**config.mk**
```make
export PLATFORM = sky130hd
export DESIGN_NAME = cti_front
export DESIGN_NICKNAME = d
export VERILOG_FILES = /design/src/cti_pkg.sv /design/src/cti_front.sv
export SDC_FILE = /design/constraint.sdc
export NUM_CORES = 1
export LEC_CHECK = 0
export ABC_AREA = 0
export BUFFER_PORTS_ARGS = -buffer_cell sky130_fd_sc_hd__buf_2
export CELL_PAD_IN_SITES_DETAIL_PLACEMENT = 0
export CELL_PAD_IN_SITES_GLOBAL_PLACEMENT = 1
export CORE_MARGIN = 2
export CORE_UTILIZATION = 30
export CTS_CLUSTER_DIAMETER = 40
export DETAILED_ROUTE_END_ITERATION = 10
export GPL_TIMING_DRIVEN = 0
export PLACE_DENSITY_LB_ADDON = 0.12
export REMOVE_ABC_BUFFERS = 1
export SYNTH_ARGS = -nofsm -noshare
export SYNTH_HDL_FRONTEND = slang
export SYNTH_SLANG_ARGS = --single-unit
```
**constraint.sdc**
```tcl
create_clock -name clk_i -period 16.6 [get_ports clk_i]
set_clock_uncertainty 0.15 [all_clocks]
set_input_delay 0.83 -clock clk_i [delete_from_list [all_inputs] [get_ports clk_i]]
set_output_delay 0.83 -clock clk_i [all_outputs]
set_load 0.01 [all_outputs]
```
**src/cti_pkg.sv**
```systemverilog
// Shared types and constants of the clipped trapezoid integrator.
`timescale 1ns / 1ps
package cti_pkg;
  localparam int unsigned DataW = 32;
  localparam int unsigned AreaW = 64;
  localparam int unsigned QDepth = 2;
  localparam int unsigned QAw = 1;

  typedef enum logic [0:0] {
    REG_RANGE_LOW  = 1'b0,
    REG_RANGE_HIGH = 1'b1
  } reg_idx_e;

  // One classified point: segment geometry relative to the previous point.
  typedef struct packed {
    logic             seg;
    logic             last;
    logic [DataW-1:0] y1;
    logic             dy_neg;
    logic [DataW:0]   dy_mag;
    logic [DataW-1:0] ua;
    logic [DataW-1:0] ub;
    logic [DataW-1:0] dx;
    logic [DataW-1:0] w;
  } seg_t;

  typedef struct packed {
    logic start;
    logic done;
  } div_ctl_t;
endpackage

```
**src/cti_front.sv**
```systemverilog
// Front end: keeps the previous point, clips each segment to the window.
`timescale 1ns / 1ps
module cti_front (
  input  logic                        clk_i,
  input  logic                        rst_ni,
  input  logic                        accept_i,
  input  logic signed [31:0]          x_value_i,
  input  logic signed [31:0]          y_value_i,
  input  logic                        last_point_i,
  input  logic signed [31:0]          range_low_i,
  input  logic signed [31:0]          range_high_i,
  output cti_pkg::seg_t               entry_o
);
  logic signed [31:0] px_q, px_d, py_q, py_d;
  logic               hp_q, hp_d;
  logic signed [31:0] xa, xb;
  logic signed [32:0] dy;
  logic               outside;

  always_comb begin
    xa      = (px_q > range_low_i) ? px_q : range_low_i;
    xb      = (x_value_i < range_high_i) ? x_value_i : range_high_i;
    outside = (x_value_i <= range_low_i) || (px_q >= range_high_i) || (xb <= xa);
    dy      = {y_value_i[31], y_value_i} - {py_q[31], py_q};
    entry_o.seg    = hp_q && !outside;
    entry_o.last   = last_point_i;
    entry_o.y1     = py_q;
    entry_o.dy_neg = dy[32];
    entry_o.dy_mag = dy[32] ? 33'(-dy) : 33'(dy);
    entry_o.ua     = 32'(xa - px_q);
    entry_o.ub     = 32'(xb - px_q);
    entry_o.dx     = 32'(x_value_i - px_q);
    entry_o.w      = 32'(xb - xa);
  end

  always_comb begin
    px_d = px_q;
    py_d = py_q;
    hp_d = hp_q;
    if (accept_i) begin
      if (last_point_i) begin
        px_d = '0;
        py_d = '0;
        hp_d = 1'b0;
      end else begin
        px_d = x_value_i;
        py_d = y_value_i;
        hp_d = 1'b1;
      end
    end
  end

  always_ff @(posedge clk_i or negedge rst_ni) begin
    if (!rst_ni) begin
      px_q <= '0;
      py_q <= '0;
      hp_q <= 1'b0;
    end else begin
      px_q <= px_d;
      py_q <= py_d;
      hp_q <= hp_d;
    end
  end
endmodule

```
Word-level counts from Yosys, hierarchy flattened

Cells that the tools add are included.

Register bits: 65
Bits of input ports: 132
Word-level logic and storage cells: 24

$add $sub $neg: 6
Order comparisons: 5
Multiplexer cells: 6
Reduce and logical (&&, ||, !) cells: 4

Operators by type and width:

| kind                               | count |
|---|---|
| 2-to-1 mux 32 bit                  | 4 |
| subtractor 32 bit                  | 4 |
| less-or-equal comparator 32 bit    | 2 |
| 2-to-1 mux 33 bit                  | 1 |
| negation 33 bit                    | 1 |
| subtractor 32 x 32 -> 33 bit       | 1 |
| greater-or-equal comparator 32 bit | 1 |
| > comparator 32 bit                | 1 |
| less-than comparator 32 bit        | 1 |
| logical OR 1 bit                   | 2 |
| logical AND 1 bit                  | 1 |
| zero test 1 bit                    | 1 |
| 2-to-1 mux 1 bit                   | 1 |

Depth between registers and ports, before layout

Depth in word-level cells: 6
Depth in mapped cells: 29

Least setup slack after synthesis

Ideal clock, no wire load.

Path type: input to output
From: in range_high_i[21]
To: out entry_o[84] in the netlist's numbering
Data arrival time: 5.784 ns
Required time: 15.620 ns
Setup slack: 9.836 ns
Stages: 25
Path through: inv_1 ha_1 a21o_1 a21o_1 a221oi_1 o211ai_1 a31oi_1 o21ai_1 a21oi_1 clkbuf_1 mux2i_1 ha_1 inv_1 fa_1 a21o_1 a21oi_1 o21bai_1 a31o_2 a31o_1 a21oi_4 o21ai_2 or4_4 a31o_1 a21oi_2 xnor2_1

RTL lines:

| element         | RTL line        | source |
|---|---|---|
| start, declared | cti_front.sv:11 | `input logic signed [31:0] range_high_i,` |
| end, declared   | cti_front.sv:12 | `output cti_pkg::seg_t entry_o` |

==> summary.md <==
| Metric | Value |
|---|---|
| Max-slew violations | 0 |
| Nature of the critical path endpoint | primary output |
| # Post-CTS Setup Buffers | 0 |
| Setup-failing EPs final | 0 |
| Number of flops mapped to enable cells by yosys | 0 |
| Critical path launch point | range_low_i[31] |
| Final HPWL DP | 50.7 mm |
| Most common cell after layout, fill and taps aside | buf_2 |
| Core area | 0.0500 mm2 |
| Worst slew margin | 16.6% |
| Largest net degree at the start of global routing | 77 |
| Predominant post-synthesis flop cell | dfrtp_1 |
| Initial core utilization | 30.3% |
| Synth warn | 0 |
| Worst skew pair latency | 0.36 ns |
| Hold Fails Final Rpt | 0 |
| R2R Setup Slk | roughly 15 ns |
| CP startpoint kind | input pin |
| Max H-tree Level | 3 |
| Fin nets | 2739 |
| I/O pins | 328 |
| Final std cells w/o fill | between 2000 and 3000 |
| Grt total ovfl | 0 |
| Num CTS Buffers | 9 |
| Post-DR wirelength/cell | 19.8 um |
| Post-DRT Antenna Nets | 0 |
| Root Driver | clkbuf_16 |
| Run status | finished, final reports clean |
| Detailed Route Iter0 Violations | approximately 840 |
| Yosys reg bits | 65 |
| Register area share after synthesis | 10.8% |
| Critical path class | in2out |
| GRT Total Usage | 22.0% |
| Clock transition at the registers of the reported paths | ~0.06 ns |
| Crit path time final | around 9.3 ns |
| CTS tree | yes |
| Most frequent cells in the layout | buf_2, ha_1, a21oi_1, o21ai_0, inv_1 |
| Routed WL | 59.4 mm |
| Reg-to-reg endpoint | px_q[1] |
| Max VDD drop | 0.0490 mV |
| Ratio of cells with drive above 1 in the final layout | 16.9% |
| Distinct cells, synth | 89 |
| Post-synthesis instance area | 0.0151 mm2 |
| Via count | roughly 16000 |
| Die Area | 0.0522 mm2 |
| Asr flop ratio synth | 100% |
| Die width | 229 um |
| Setup TNS | 0 ns |
| Worst r2r src | px_q[1] |
| Arr. time, crit path | 8.35 ns |
| DRT Pass-1 Iters | 6 |
| Row count | 82 |
| Die Ht | 229 um |
| Worst Max-Slew Pin Slew | 1.25 ns |
| FF-to-FF path depth | 2 |
| Final worst path period share | 56.2% |
| Cell leakage power | 0.00890 uW |
| CP max FO | 72 |
| Max clock buf depth | 2 |
| First-pass GRT wire length | around 90 mm |
| P per Cell Area | 104 mW/mm2 |
| Placed Cells | roughly 3000 |
| Max-Cap Viols | 0 |
| Synth Instances | between 2000 and 2500 |
| GP Congestion | 0.923 |
| HP Class | in2async |
| Area Overhead vs Synth | 17.7% |
| # resized after CTS | 0 |
| FMAX | 107 MHz |
| TritonCTS Sinks | 65 |
| Drt drc | 0 |
| Critical Path RT | 15.62 ns |
| CTS Hold Bufs | 0 |
| Initial antenna violation count | 2 |
| Number of global-route vias before repair | 15500 |
| IO buf count | roughly 330 |
| Syn_area_per_cell | between 7 and 8 um2 |
| Vias per inst | 5.26 |
| RSZ-0062 raised after global routing | false |
through the flow:
| step | util [%] | setup slack (ns) | hold slack [ns] | power [uW] | cell area, um2 |
|---|---|---|---|---|---|
| after floorplan | - | 8.38 | 0.340 | 1120 | 14900 |
| after global placement | 34.8 | 5.14 | 0.353 | 1650 | 17400 |
| after detailed placement | 35.0 | 7.06 | 0.363 | 1660 | 17500 |
| after CTS | 35.6 | 7.02 | 0.264 | 1880 | 17800 |
| after global routing | 35.6 | 6.75 | 0.280 | 2020 | 17800 |
| final | 35.6 | 7.27 | 0.262 | 1860 | 17800 |
cell type report:
class	count	area (um2)
antenna	1	2.50
clock buffer	10	229
clock inverter	6	68.8
fill	5433	32200
inverter	182	683
multi-input combinational	1728	12600
sequential	65	1630
tap	672	841
timing repair buffer	331	1740
synth_stat cells, drive strengths merged (17+ instances only):
| master | n | area share (%) |
|---|---|---|
| nand2b | 27 | 1.1 |
| a211oi | 19 | 1.0 |
| xnor2 | 114 | 6.7 |
| nand4 | 41 | 1.7 |
| a31oi | 20 | 0.91 |
| nor2b | 35 | 1.4 |
| o21a | 25 | 1.2 |
| ha | 285 | 24 |
| clkbuf | 40 | 1.0 |
| nor3 | 32 | 1.1 |
| inv | 182 | 4.5 |
| o21ai | 194 | 6.5 |
| a21o | 139 | 6.9 |
| nand2 | 129 | 3.2 |
| nand3 | 44 | 1.5 |
| xor2 | 48 | 2.8 |
| a21oi | 193 | 6.6 |
| nand3b | 66 | 3.4 |
| dfrtp | 65 | 11 |
| buf | 17 | 0.52 |
| nor2 | 147 | 3.7 |
report_power, final:
group | total [uW] | switching (uW) | internal (uW)
Clock | 208 | 90.6 | 117
Combinational | 1470 | 879 | 588
Sequential | 182 | 10.8 | 171
worst max path at each step:
stage	endpoint	slack, ns	depth (start not counted)
after floorplan	entry_o[84]	8.38	24
after detailed placement	entry_o[127]	7.06	25
after CTS	entry_o[127]	7.02	25
after global placement	entry_o[127]	5.14	24
final	entry_o[127]	7.27	25
after global routing	entry_o[127]	6.75	25
critical path, cell delays in order:
cell and delay (ns):
buf_2 0.12, inv_1 0.07, ha_1 0.33, nand4_1 0.18, nor4_1 0.82, o21ai_0 0.39
o2111ai_1 0.24, xor2_1 0.35, a41o_4 0.36, buf_16 0.31, nor2_1 0.09, a21o_1 0.22
ha_1 0.28, nor2b_1 0.12, o21ai_0 0.24, a21oi_1 0.17, o41ai_2 0.64, o31ai_1 0.18
a211oi_1 0.86, o41ai_1 0.40, a31oi_1 0.36, o21ai_0 0.21, a21oi_1 0.23, xnor2_1 0.13
buf_2 0.15
sequential cells by signal, indices dropped and copies added, names as in the netlist:
signal and flops:
hp_q 1, py_q 32, px_q 32
layer usage:
layer | vias up | wire (um) | GRT usage (%)
li1 | 7939 | - | -
met1 | 7395 | 26900 | 28.1
met2 | 365 | 28500 | 38.7
met3 | 56 | 2740 | 3.47
met4 | 2 | 1230 | 5.07
met5 | - | 12 | 0
cells by family after synthesis:
kind of cell / Yosys count / synth area share, %
compound gates: 688 / 28.9
simple gates: 580 / 20.1
mux: 8 / 0.538
flops: 65 / 10.8
buf+inv: 239 / 6.04
fa+ha+maj: 290 / 24.2
xor+xnor: 162 / 9.43
No activity file was read; power rests on OpenSTA's default activity.
