==> src/cti_pkg.sv <==
// Shared types and constants of the clipped trapezoid integrator.
`timescale 1ns / 1ps
package cti_pkg;
  localparam int unsigned DataW = 32;
  localparam int unsigned AreaW = 64;
  localparam int unsigned QDepth = 2;
  localparam int unsigned QAw = 1;

  typedef enum logic [0:0] {
    REG_RANGE_LOW  = 1'b0,
    REG_RANGE_HIGH = 1'b1
  } reg_idx_e;

  // One classified point: segment geometry relative to the previous point.
  typedef struct packed {
    logic             seg;
    logic             last;
    logic [DataW-1:0] y1;
    logic             dy_neg;
    logic [DataW:0]   dy_mag;
    logic [DataW-1:0] ua;
    logic [DataW-1:0] ub;
    logic [DataW-1:0] dx;
    logic [DataW-1:0] w;
  } seg_t;

  typedef struct packed {
    logic start;
    logic done;
  } div_ctl_t;
endpackage

==> src/cti_fifo.sv <==
// Short queue of classified items between front and back.
`timescale 1ns / 1ps
module cti_fifo (
  input  logic          clk_i,
  input  logic          rst_ni,
  input  logic          wr_i,
  input  cti_pkg::seg_t wdata_i,
  input  logic          rd_i,
  output cti_pkg::seg_t rdata_o,
  output logic          full_o,
  output logic          empty_o
);
  cti_pkg::seg_t                mem_q [cti_pkg::QDepth];
  logic [cti_pkg::QAw-1:0]      wp_q, wp_d, rp_q, rp_d;
  logic [cti_pkg::QAw:0]        cnt_q, cnt_d;

  assign full_o  = (cnt_q == (cti_pkg::QAw+1)'(cti_pkg::QDepth));
  assign empty_o = (cnt_q == '0);
  assign rdata_o = mem_q[rp_q];

  always_comb begin
    wp_d  = wp_q;
    rp_d  = rp_q;
    cnt_d = cnt_q;
    if (wr_i) wp_d = wp_q + 1'b1;
    if (rd_i) rp_d = rp_q + 1'b1;
    if (wr_i && !rd_i) cnt_d = cnt_q + 1'b1;
    else if (rd_i && !wr_i) cnt_d = cnt_q - 1'b1;
  end

  always_ff @(posedge clk_i) begin
    if (wr_i) mem_q[wp_q] <= wdata_i;
  end

  always_ff @(posedge clk_i or negedge rst_ni) begin
    if (!rst_ni) begin
      wp_q  <= '0;
      rp_q  <= '0;
      cnt_q <= '0;
    end else begin
      wp_q  <= wp_d;
      rp_q  <= rp_d;
      cnt_q <= cnt_d;
    end
  end
endmodule

==> config.mk <==
export PLATFORM = sky130hd
export DESIGN_NAME = cti_fifo
export DESIGN_NICKNAME = d
export VERILOG_FILES = /design/src/cti_pkg.sv /design/src/cti_fifo.sv
export SDC_FILE = /design/constraint.sdc
export NUM_CORES = 1
export LEC_CHECK = 0
export ABC_AREA = 1
export BUFFER_PORTS_ARGS = -buffer_cell sky130_fd_sc_hd__buf_2
export CAP_MARGIN = 0
export CORE_MARGIN = 2
export CORE_UTILIZATION = 25
export DETAILED_ROUTE_END_ITERATION = 8
export PLACE_DENSITY_LB_ADDON = 0.12
export SYNTH_ARGS = -nofsm -noshare
export SYNTH_HDL_FRONTEND = slang
export SYNTH_SLANG_ARGS = --single-unit
==> constraint.sdc <==
create_clock -name clk_i -period 12.9 [get_ports clk_i]
set_input_delay 0 -clock clk_i [delete_from_list [all_inputs] [get_ports clk_i]]
set_output_delay 0 -clock clk_i [all_outputs]
set_load 0.005 [all_outputs]
* Yosys cells after proc, flatten, opt, wreduce, memory -nomap -nowiden
Memory sizes are Yosys's and may differ from the RTL's.
Index checks and enable logic that the tools add are counted.
** Word-level totals
- Flip-flop bits (word level) :: 4
- Latch bits :: 0
- Memory bits (writable) :: 392
- Bits in read-only memories :: 0
- Input port bits :: 200
- Output and inout bits :: 198
- Word-level logic and storage cells :: 19
- Memories kept :: 1
** Operators by class
- $add $sub $neg :: 4
- Multiply operators :: 0
- Div/mod/pow operators :: 0
- Magnitude comparators :: 0
- Equality and inequality tests :: 1
- Shift operators :: 0
- Mux-type cells :: 4
- Bitwise logic cells :: 0
- Reduce and logical (&&, ||, !) cells :: 6
** Memory list
- mem_q :: depth 2, bits a word 196, rd ports 1, clocked after Yosys merged registers in 0, wr ports 1, line cti_fifo.sv:13 : cti_pkg::seg_t mem_q [cti_pkg::QDepth];
** Operators by type and width (number)
- 2-bit 2-to-1 mux :: 2
- 1-bit adder (second input constant) :: 2
- 2-bit by 1-bit adder with 2-bit output (second input constant) :: 1
- 2-bit == test (second input constant) :: 1
- 1-bit logical AND :: 2
- 1-bit logical NOT :: 2
- 2-bit logical NOT :: 1
- 1-bit 2-to-1 mux :: 2
- 2-bit nonzero test :: 1
- 2-bit by 1-bit subtractor with 2-bit output (second input constant) :: 1

* Longest topological paths before layout
Gate-level depths: netlist of run 1.
- Depth in word-level cells :: 4
- Mapped depth :: 7
- Depth with buffers taken out :: 7

* Worst setup path before layout of run 1
No wires, ideal clock.
- Path kind :: reg-to-reg
- From :: reg wp_q
- To :: mem mem_q[0][0] (netlist bit), enable pin
- Library setup time :: 0.761 ns
- Arrival time :: 8.540 ns
- Data required time :: 12.139 ns
- Setup slack :: 3.599 ns
- Cell stages (with the launch flop) :: 2
- Period minus slack after synthesis :: 9.301 ns
- Cells stage by stage :: dfrtp_1 nor2_1
** RTL lines
- from (decl) :: line cti_fifo.sv:14 : logic [cti_pkg::QAw-1:0] wp_q, wp_d, rp_q, rp_d;
- from (signal assigned) :: line cti_fifo.sv:41 : wp_q <= wp_d;
- to (decl) :: line cti_fifo.sv:13
Straight into the memory's write port.

==> summary.md, run 1 <==
The flow ran to the end, and the final reports show no timing, DRC or antenna violations. The net count reported at finish is 1469. By area the synthesized netlist is led by sky130_fd_sc_hd__edfxtp_1 (79%), sky130_fd_sc_hd__mux2_4 (13%), sky130_fd_sc_hd__mux2_2 (5.0%). The tools report the total wirelength of the detailed-routed design as 36.03 mm. The count of buffers added on input and output ports is 397.

The worst setup skew after layout is 0.01600 ns. The total area inside the core boundary comes to 58910 sq um. The worst relative slew slack is 19.32%.

The die covers 61500 sq um. On the critical path, the stage with the largest delay is an instance of sky130_fd_sc_hd__dfrtp_4. The first global-routing pass estimated 52.40 mm of wire. Origin of the critical flop-to-flop path: wp_q. The remaining global-route overflow is 0. The power density over cell area is 202.8 nW/um^2. At the end of routability-driven placement, the weighted congestion stood at 0.6913. The number of flops mapped to enable cells by yosys was 392. The critical path is of the register to output pin type.

The initial antenna violation count is 2, and the starting utilization of the core area is 25.26%. For this run, design rule violations remaining after detail routing come to 0. After detailed routing, the average wire length per cell comes to 17.32 microns. For the number of hold violations in the final report, the log shows 0. TritonCTS built the clock tree. The tools report the via count as 8124.

The flip-flop and latch count after synthesis came out at 396. Number of placed I/O pins: 398. The accumulated negative setup slack was 0 ns. STA classifies the critical path startpoint as a register. The type of the tightest min-delay check was primary input to register. Ratio of cells with drive above 1 in the final layout: 51.91%.

Based on the critical path, the design can be clocked at up to 0.2800 GHz. Setup repair after global routing left no endpoint under its margin. Setup violations remaining at the end of the flow were counted as 0. The cell family contributing the most delay on the critical path is buffers and inverters. Detailed placement finished with a half-perimeter wire length of 23.80 mm. Compared with the post-synthesis result, the final layout area differs by 42.77%. The max-slew violation count was 0.

The number of buffers created by CTS is 47. For the arrival time at the worst endpoint, the log shows 3.57 ns. In the final layout, flip-flops and latches occupy 11880 sq um. The delay of the slowest cell on the worst path is 0.89 ns, and the post-synthesis cell area is 14880 sq um. Entering global routing, the biggest net connects 78 pins.

The most numerous cell on the critical path was sky130_fd_sc_hd__buf_4. The clock root buffer master was sky130_fd_sc_hd__clkbuf_16. For this block, the initial DRC count from the detailed router was 289. The post-synthesis area per instance came out at 23.44 sq um. For this design the static power due to leakage is 8.338 nW. Clock-pin slew was measured on the worst setup and hold paths at 0.06 ns. The clock sink count was 396.

Dividing the final minimum period by the clock period gives 27.68%. In this run the worst path has a maximum fanout of 50. The logs give 14 for the number of distinct standard cells referenced by the synthesized netlist and 200 for the quantity of hold-fixing buffers added after cts. In the synthesized netlist, the number of instances is 635. The worst path needs 3.571 ns of the cycle, external delays included.

At the worst endpoint, the required time is 12.90 ns. The floorplan step set the die width to 248.0 microns. In this run the most critical hold path is launched from wdata_i[111]. The cell accounting for the most synthesized area was sky130_fd_sc_hd__edfxtp_1. For the footprint of the multi-input gates, the log shows 2783 sq um. In the routed layout, each cell is associated on average with a via count of 3.906.

The later pin in the worst-skew pair is clocked with a latency of 0.58 ns. In the synthesized netlist the dominant register cell turns out to be sky130_fd_sc_hd__edfxtp_1. The H-tree generated during clock tree synthesis spans 2 levels. The net count of the mapped netlist was 836. Summing internal, switching and leakage power gives 0.004310 W.

The critical path starts at rp_q. The actual slew at the worst max-slew pin was 1.210 ns; the number of fill cells in the layout was 5685. Post-CTS timing repair inserted 0 buffers for setup. STA classifies the critical path endpoint as an output pin.

The top cell type by area accounts for 79.09% of the synthesized area. Counting both buffers and inverters, the worst setup path holds a total of 3. The run gives 0 as the count of antenna-violating nets left after detailed routing. The signal on the critical path passes through buf_4, buf_4, mux2_2, buf_2. Max-cap violations in this run came to 0.

Post-CTS repair changed the size of 0 cells. Counting instances in the post-synthesis netlist gives the leading cell types as sky130_fd_sc_hd__edfxtp_1 (392), sky130_fd_sc_hd__mux2_4 (130), sky130_fd_sc_hd__mux2_2 (66), sky130_fd_sc_hd__buf_6 (16), sky130_fd_sc_hd__inv_1 (7). The worst-case IR drop observed on VDD is 0.1516 mV.

The register area share after synthesis was 79.76%; the y dimension of the die was 248.0 microns. Across all hold checks on the routed design, the worst slack comes to 0.1461 ns. The count of synthesis-stage warnings from yosys is 0. The number of global-route vias before repair is 8794, and the largest buffer count on any clock path is 3. The first TritonRoute pass finished after 4 iterations.

For this run, asynchronously set or reset flops after synthesis account for 1.010%. Global routing used 11.34% of the available tracks. The site row count is 89. Most used standard cell by instance count after synthesis: sky130_fd_sc_hd__edfxtp_1.
[through the flow]
step	instance area [sq um]	utilization, %	std cells	worst slack (ns)
floorplan	14880	-	635	3.599
global placement	17710	30.07	1792	9.773
detailed placement	17710	30.07	1792	9.747
CTS	21250	36.07	2079	9.114
global route	21250	36.07	2080	9.045
finish	21250	36.07	2080	9.329
[state kept, by name (all words and copies together) (netlist names)]
name,flops
cnt_q,2
wp_q,1
mem_q,392
rp_q,1
[cells in the final DEF, fill, tap and decap left out, types with 2 or more instances in the layout]
cell type,netlist,final
sky130_fd_sc_hd__clkbuf_16,0,47
sky130_fd_sc_hd__clkinv_1,0,9
sky130_fd_sc_hd__nor2_1,3,2
sky130_fd_sc_hd__clkbuf_1,0,5
sky130_fd_sc_hd__inv_6,0,4
sky130_fd_sc_hd__edfxtp_1,392,392
sky130_fd_sc_hd__clkinv_2,0,14
sky130_fd_sc_hd__mux2_2,66,66
sky130_fd_sc_hd__mux2_4,130,130
sky130_fd_sc_hd__clkinv_4,0,2
sky130_fd_sc_hd__dlygate4sd3_1,0,200
sky130_fd_sc_hd__buf_2,6,397
sky130_fd_sc_hd__inv_1,7,6
sky130_fd_sc_hd__xor2_1,2,2
sky130_fd_sc_hd__dfrtp_1,4,3
sky130_fd_sc_hd__buf_4,0,9
sky130_fd_sc_hd__nand2_1,5,5
sky130_fd_sc_hd__bufinv_16,0,6
[layout make-up]
class	instances	share of cell area [%]
Antenna cell	1	0.01178
Tap cell	773	4.552
Clock inverter	35	1.584
Sequential cell	396	55.89
Timing Repair Buffer	606	19.09
Multi-Input combinational cell	210	13.10
Clock buffer	52	5.623
Inverter	7	0.1590
[where the power goes]
part	switching [W]	total [W]	leakage, nW	internal (W)
Combinational	0.000560	0.00120	3.85	0.000639
Clock	0.000522	0.00131	0.765	0.000788
Sequential	0.0000901	0.00180	3.73	0.00171
Total	0.00117	0.00431	8.34	0.00314
[metal layers]
metal	global-route usage, %	share of wire [%]	wire length (microns)
met1	13.52	41	14650
met2	19.45	50	18110
met3	3.374	6.4	2309
met4	3.892	2.7	964
met5	0	0	0
[cell families after synthesis]
kind of cell	Yosys count	share of synthesized area [%]
fa+ha+maj	1	0.08406
flops	396	79.76
buf+inv	29	1.589
xor+xnor	3	0.1766
simple gates	10	0.2774
mux	196	18.11
[final timing paths]
kind                       slack, ns             to  cells after the start
max reg2reg                    10.50  mem_q[1][103]                      3
max in group asynchronous      12.32           rp_q                      3
min reg2reg                     0.51       cnt_q[1]                      2
max                             9.33   rdata_o[175]                      4
min in group asynchronous       0.38       cnt_q[0]                      3
min                             0.15  mem_q[0][111]                      2
(Power assumes the default switching activity.)
==> inputs of run 2 (changes only) <==
clock period = 3.6 ns   (was 12.9 ns; I/O delays follow)
==> run 2 against run 1 <==
Critical path depth is 1 lower. Non-clock buffer count grew 10. Sequential share of layout area shrank 0.26 points. Final cell count grew 0.48%. First-iteration DRC count is 17% lower. Count of clock-buffer cells in the layout grew 8. Critical endpoint is now rdata_o[10]. Worst setup slack worse by 8.2 ns. Die area did not move. Wire length hardly changed. Highest routed layer unchanged. Register-to-register slack worse by 8.7 ns. Via count is 0.41% higher. Worst hold slack lost 0.0036 ns.
==> summary.md, run 2 (synthesis results as in run 1) <==
The number of buffers created by CTS is 47 (unchanged). The run finished with clean final reports. The highest ir drop seen on vdd is 0.5003 mV (+230%), and the number of flip-flops under the largest register name is 392 (unchanged). For the remaining global-route overflow, the log shows 0 (unchanged). The number of max-capacitance violations reported is 0 (unchanged), and the detailed placement HPWL is 23.85 mm (+0.21%).

For the arrival time at the worst endpoint, the log shows 2.49 ns (-1.08 ns). The register with the most flip-flops was mem_q. Among all stages on the critical path, the largest delay is contributed by sky130_fd_sc_hd__dfrtp_4. The pin count of the biggest net entering global routing came out at 66 (-15%).

The overall die area is 61500 sq um (unchanged). The logs give 1802 (+0.56%) for the instance count after placement with tap cells included and 52.15% (+33 points) for the worst relative slew slack. For the number of global-route vias before repair, the log shows 9009 (+2.4%). The power density over cell area is 721.0 nW/um^2 (+260%). In the final layout, the registers with the most flip-flops are mem_q: 392 flops, cnt_q: 2 flops. For the worst setup skew after layout, the log shows 0.02020 ns (+0.004198 ns). The y dimension of the die came out at 248.0 microns (unchanged). STA classifies the critical path startpoint as a register. The logs give 3 (+1) for the initial antenna violation count and 0 (unchanged) for the post-cts gate resize count. The run gives 4 (unchanged) as the detailed-router iteration count before antenna repair.

The logs give 0 (unchanged) for the max-slew violation count and 0.7396 (+7.0%) for the final weighted congestion in routability-driven placement. The ratio of cells with drive above 1 in the final layout is 51.45% (-0.47 points). Average wire per cell in the routed design: 17.23 microns (-0.57%). The setup violation total in the final timing report was 0 (unchanged); the remaining design rule violation count was 0 (unchanged). For this run, the top clock speed supported by timing is 0.4016 GHz. The startpoint-to-endpoint class of the critical path is register to output pin.

The run gives 58910 sq um (unchanged) as the area of the core region. The category of cells accounting for the largest share of critical-path delay is flip-flops. The clock-pin slew on the worst setup and hold paths was 0.06 ns (about the same); the largest buffer count on any clock path was 3 (unchanged). The worst path uses 69.17% of the clock period. The via count normalized by instance count was 3.903 (about the same); the quantity of hold-fixing buffers added after cts was 200 (unchanged). The count of antenna-violating nets left after detailed routing was 0 (unchanged); the global-route wire length before repair was 52.63 mm (+0.45%). The top cell types in the final layout, fill and taps aside, are sky130_fd_sc_hd__buf_2 (397), sky130_fd_sc_hd__edfxtp_1 (392), sky130_fd_sc_hd__dlygate4sd3_1 (200), sky130_fd_sc_hd__mux2_4 (130), sky130_fd_sc_hd__mux2_2 (66).

Clock tree synthesis selected as its root buffer the cell sky130_fd_sc_hd__clkbuf_16. Walking the worst path, the cells encountered are buf_4, mux2_2, buf_2. The count of input and output buffers works out to 397 (unchanged). For the worst setup margin, the log shows 1.110 ns (-8.219 ns). The chip width works out to 248.0 microns (unchanged). Setup repair after global routing left no endpoint under its margin. The actual slew at the worst max-slew pin is 0.7178 ns (-0.4924 ns). The worst path needs 2.490 ns of the cycle, external delays included.

The worst slack at placement came out at 1.637 ns (-8.111 ns). Standby leakage power: 8.356 nW (+0.22%). The tightest min-delay check is of the primary input to register type.

The clock sink count was 396 (unchanged). The most frequent standard cell in the layout excluding fill and tap cells was sky130_fd_sc_hd__buf_2. The total routing resource utilization after global routing is 11.38% (+0.036 points), and the total wirelength of the detailed-routed design is 36.00 mm (about the same). The signed area change from the synthesized netlist to the final layout is 43.45%, and the worst-path maximum fanout is 37 (-26%). The number of DRC markers after the initial detailed-route iteration was 240 (-17%).

The number of non-filler instances in the completed layout is 2090 (+0.48%), and the required time at the worst-slack endpoint is 3.60 ns (-9.30 ns). For the number of hold violations in the final report, the log shows 0 (unchanged). The net count reported at finish is 1479 (+0.68%), and the worst-skew pair later-pin latency is 0.57 ns (about the same).

For the site row count, the log shows 89 (unchanged). For the post-CTS setup repair buffer count, the log shows 0 (unchanged). The H-tree depth reported by CTS came out at 2 (unchanged).

TritonCTS built the clock tree. The total buffers and inverters traversed by the critical path came out at 2 (-1). The via count was 8157 (+0.41%); the delay of the slowest cell on the worst path was 0.88 ns (about the same). The starting utilization of the core area was 25.26% (unchanged). STA classifies the critical path endpoint as an output pin. The number of placed I/O pins came out at 398 (unchanged).
==> run 2: cell types whose count changed in the layout (fill, tap and decap cells not counted), sizes merged <==
cell / change
buf: +10
bufinv: -3
clkbuf: +8
clkinv: -5
clkinvlp: +1
diode: +2
inv: -3
==> run 2: power by group <==
part           total (W)  switching (W)  leakage [nW]  internal [W]
Combinational    0.00450        0.00211          3.92       0.00239
Sequential       0.00641       0.000297          3.73       0.00611
Clock            0.00449        0.00184         0.708       0.00265
==> run 2: worst paths after layout <==
path	start	endpoint	slack (ns)	cells after the start
max in group asynchronous	rst_ni	rp_q	3.01	3
hold reg to reg	cnt_q[1]	cnt_q[1]	0.50	2
hold / removal	wdata_i[129]	mem_q[1][129]	0.14	2
setup / recovery	rp_q	rdata_o[10]	1.11	3
setup reg to reg	wp_q	mem_q[0][133]	1.77	2
min in group asynchronous	rst_ni	wp_q	0.37	3
==> run 2: layer usage <==
layer  up-vias  wire length (microns)  track usage, %
li1       3832                      -               -
met1      4015                  14500           13.18
met2       253                  17340           19.07
met3        57                   3295           4.725
met4         0                    868           3.558
met5         -                      0          0.3975
==> run 2: cell type report <==
class	instances	area [sq um]
multi-input combinational	210	2785
clock buffer	60	1246
clock inverter	25	206.4
sequential	396	11880
tap	773	967.2
antenna	3	7.507
fill	5646	37560
timing repair buffer	616	4232
inverter	7	30.03
==> run 2: worst reg2reg max path: cells and delay by family, from the launching register on <==
family / cells / cell delay (ns)
DFF: 1 / 0.43
and+or+nand+nor: 1 / 0.56
buffers and inverters: 1 / 0.48
==> run 2: per-stage QoR <==
step	total power, W	TNS [ns]	hold slack [ns]	util [%]	area (sq um)
detailed placement	0.01099	0	-0.1619	30.36	17890
finish	0.01539	0	0.1425	36.24	21350
CTS	0.01578	0	0.08398	36.23	21340
global placement	0.01099	0	-0.1610	30.36	17890
floorplan	0.009187	-70.25	-0.2956	-	14900
global route	0.01625	0	0.1209	36.24	21350
==> inputs of run 3 (changes only) <==
clock period = 2.5 ns   (was 3.6 ns; I/O delays follow)
==> run 3 against run 2 <==
Global-route usage decreased by 0.24 points. Non-clock buffer count up 3. Combinational power grew 47%. Sequential share of layout area barely moved. Wire length shrank 2.1%. Cell area about the same. Power rose by 43%. Critical path depth is 1 higher. Clock skew down 0.0079 ns. Final cell count about the same. Via count is 0.83% lower.
==> summary.md, run 3 (synthesis results as in run 1) <==
The run finished with clean final reports. The switching power is 0.006015 W (+42%), and the standby leakage power is 8.358 nW (about the same). The global routing met1 resource utilization is 13.23% (+0.058 points), and the switching share of total power is 27.33% (-0.22 points). The logs give 0.01599 W (+43%) for the design internal power and 51.32 mm (-2.5%) for the global-route wire length before repair. The final weighted congestion in routability-driven placement is 0.6994 (-5.4%), and the chip width is 248.0 microns (unchanged).

The y dimension of the die came out at 248.0 microns (unchanged). The worst register-to-register path ends at mem_q[0][93]. The number of non-filler instances in the completed layout was 2092 (+0.096%); the post-cts gate resize count was 0 (unchanged). The run gives 105 (+59%) as the pin count of the biggest net entering global routing. The met2 track demand over resource in global routing is 18.24% (-0.84 points). STA classifies the critical path startpoint as a register. The actual slew at the worst max-slew pin works out to 0.7837 ns (+0.06591 ns). The worst relative slew slack was 47.75% (-4.4 points); the worst-case register-to-register setup slack was 0.89 ns (-0.88 ns). The remaining global-route overflow is 0 (unchanged). The power share of the combinational group was 30.1% (+0.9 points); the overall die area was 61500 sq um (unchanged). TritonCTS built the clock tree.

The total routing resource utilization after global routing is 11.14% (-0.24 points), and the worst-skew pair later-pin latency is 0.56 ns (about the same). The register share of total power was 41.5% (about the same). The post-CTS setup repair buffer count came out at 0 (unchanged).

The tools report the footprint of the multi-input gates as 2785 sq um (unchanged). The instance count after placement with tap cells included was 1805 (+0.17%); the final cycle utilization of the critical path was 84.10%. The starting utilization of the core area is 25.26% (unchanged), and the power consumption is 0.02201 W (+43%).

The worst reg2reg path depth came out at 2 (unchanged). The number of flip-flops under the largest register name came out at 392 (unchanged). The worst slack at placement was 0.9167 ns (-0.7199 ns); the number of instances on the worst hold path was 2 (unchanged).

In the layout the commonest cells are sky130_fd_sc_hd__buf_2 (397), sky130_fd_sc_hd__edfxtp_1 (392), sky130_fd_sc_hd__dlygate4sd3_1 (200), sky130_fd_sc_hd__mux2_4 (130), sky130_fd_sc_hd__mux2_2 (66). For the site row count, the log shows 89 (unchanged). For the clock sink count, the log shows 396 (unchanged). The highest ir drop seen on vdd was 0.6349 mV (+27%). For the number of DRC markers after the initial detailed-route iteration, the log shows 214 (-11%). Most frequent standard cell in the layout excluding fill and tap cells: sky130_fd_sc_hd__buf_2.

The detailed placement HPWL was 23.29 mm (-2.4%). The count of input and output buffers is 397 (unchanged), and the initial antenna violation count is 6 (+3). The largest registers in the layout are mem_q: 392 flops, cnt_q: 2 flops. Total wirelength of the detailed-routed design: 35.25 mm (-2.1%). The run gives 0.01231 ns (-0.007891 ns) as the worst setup skew after layout. CTS placed an instance of sky130_fd_sc_hd__clkbuf_16 at the clock tree root. For the number of placed I/O pins, the log shows 398 (unchanged).

The signed area change from the synthesized netlist to the final layout was 43.44% (about the same). Startpoint of the lowest-slack hold path: wdata_i[194]. More flip-flops sit in one register than any other, and that register is mem_q.

The worst setup path is of the register to output pin kind. The run gives 1482 (+0.20%) as the net count reported at finish. The logs give 8089 (-0.83%) for the via count and 0 (unchanged) for the max-slew violation count. The area of the core region is 58910 sq um (unchanged).

The startpoint identified for the worst register-to-register timing path is wp_q. Remaining design rule violation count: 0 (unchanged). The layer with the highest usage is met2. The run gives 5636 (-0.18%) as the number of fill cells in the layout.

For the H-tree depth reported by CTS, the log shows 2 (unchanged). Counting I/O delays and the setup requirement, the final critical path takes 2.102 ns. The area taken by flip-flops and latches came out at 11880 sq um (unchanged). Setup repair after global routing left no endpoint under its margin. The required time at the worst-slack endpoint was 2.50 ns (-1.10 ns); the largest buffer count on any clock path was 3 (unchanged). The count of antenna-violating nets left after detailed routing was 0 (unchanged); the clock-pin slew on the worst setup and hold paths was 0.06 ns (about the same). The setup violation total in the final timing report is 0 (unchanged), and the via count normalized by instance count is 3.867 (-0.93%). The worst setup margin is 0.3976 ns (-0.7124 ns).

The arrival time at the worst endpoint was 2.10 ns (-0.39 ns). The worst-path maximum fanout came out at 22 (-41%). The final core area utilization was 36.24% (about the same). The ratio of cells with drive above 1 in the final layout is 51.56% (+0.11 points), and the clock power share is 28.4% (-0.8 points). The tools report the number of hold violations in the final report as 0 (unchanged).

For hold timing, the worst endpoint is mem_q[0][194]. The min-delay analysis places its worst path in the category primary input to register. The tools report the number of buffers created by CTS as 47 (unchanged).

The power density over cell area is 1031 nW/um^2 (+43%). Derived from the worst setup path, the maximum achievable clock frequency is 0.4756 GHz. The tools report the number of max-capacitance violations reported as 0 (unchanged).

The number of global-route vias before repair was 8696 (-3.5%); the global routing met3 resource utilization was 4.563% (-0.16 points). The detailed-router iteration count before antenna repair is 4 (unchanged). Endpoint kind of the worst setup timing path: an output pin. The average wire per cell in the routed design came out at 16.85 microns (-2.2%).
-- run 3: worst max-delay path, cell delays in order (launching register included) --
cell and delay [ns]:
sky130_fd_sc_hd__dfrtp_4 0.57, sky130_fd_sc_hd__buf_12 0.25, sky130_fd_sc_hd__buf_4 0.23, sky130_fd_sc_hd__mux2_2 0.35
sky130_fd_sc_hd__buf_2 0.13
-- run 3: per-stage QoR --
stage               setup TNS, ns  cell area (sq um)  hold slack, ns
floorplan                 -501.45              14900         -0.2956
CTS                             0              21340          0.1104
finish                          0              21350          0.1567
global placement                0              17930         -0.1830
global route                    0              21350          0.1260
detailed placement              0              17930         -0.1890
-- run 3: cell type report --
class                   instances  area share [%]
repair buffers                619           20.04
clock buffers                  63           5.990
well taps                     773           4.531
clock inverters                22          0.5978
multi-input cells             210           13.05
diodes                          2         0.02344
flip-flops and latches        396           55.63
inverters                       7          0.1407
-- run 3: worst max-delay path by stage --
| stage | startpoint | to | slack [ns] | cells past startpoint |
|---|---|---|---|---|
| floorplan | wp_q | mem_q[1][0] | -1.31 | 2 |
| global placement | wp_q | mem_q[0][165] | 0.92 | 2 |
| detailed placement | wp_q | mem_q[0][97] | 0.92 | 2 |
| CTS | rp_q | rdata_o[8] | 0.31 | 4 |
| global route | rp_q | rdata_o[7] | 0.27 | 4 |
| finish | rp_q | rdata_o[7] | 0.40 | 4 |
-- run 3: repair_timing --
| action | 4_1_cts | 5_1_grt |
|---|---|---|
| hold endpoints to repair | 400 | 0 |
| hold buffers | 200 | 0 |
| setup endpoints to repair | 0 | 0 |
-- run 3: per-layer routing --
layer | vias to the layer above | routed length (microns)
met1 | 3942 | 14380
li1 | 3826 | -
met4 | 6 | 781
met2 | 251 | 16910
met5 | - | 41
met3 | 64 | 3143
-- run 3: power by group through the flow --
| stage | clock [W] | sequential (W) | combinational (W) |
|---|---|---|---|
| after floorplan | 0 | 0.00929 | 0.00394 |
| after global placement | 0 | 0.00924 | 0.00667 |
| after detailed placement | 0 | 0.00928 | 0.00661 |
| after CTS | 0.00650 | 0.00915 | 0.00689 |
| after global routing | 0.00677 | 0.00926 | 0.00723 |
| final | 0.00624 | 0.00914 | 0.00663 |
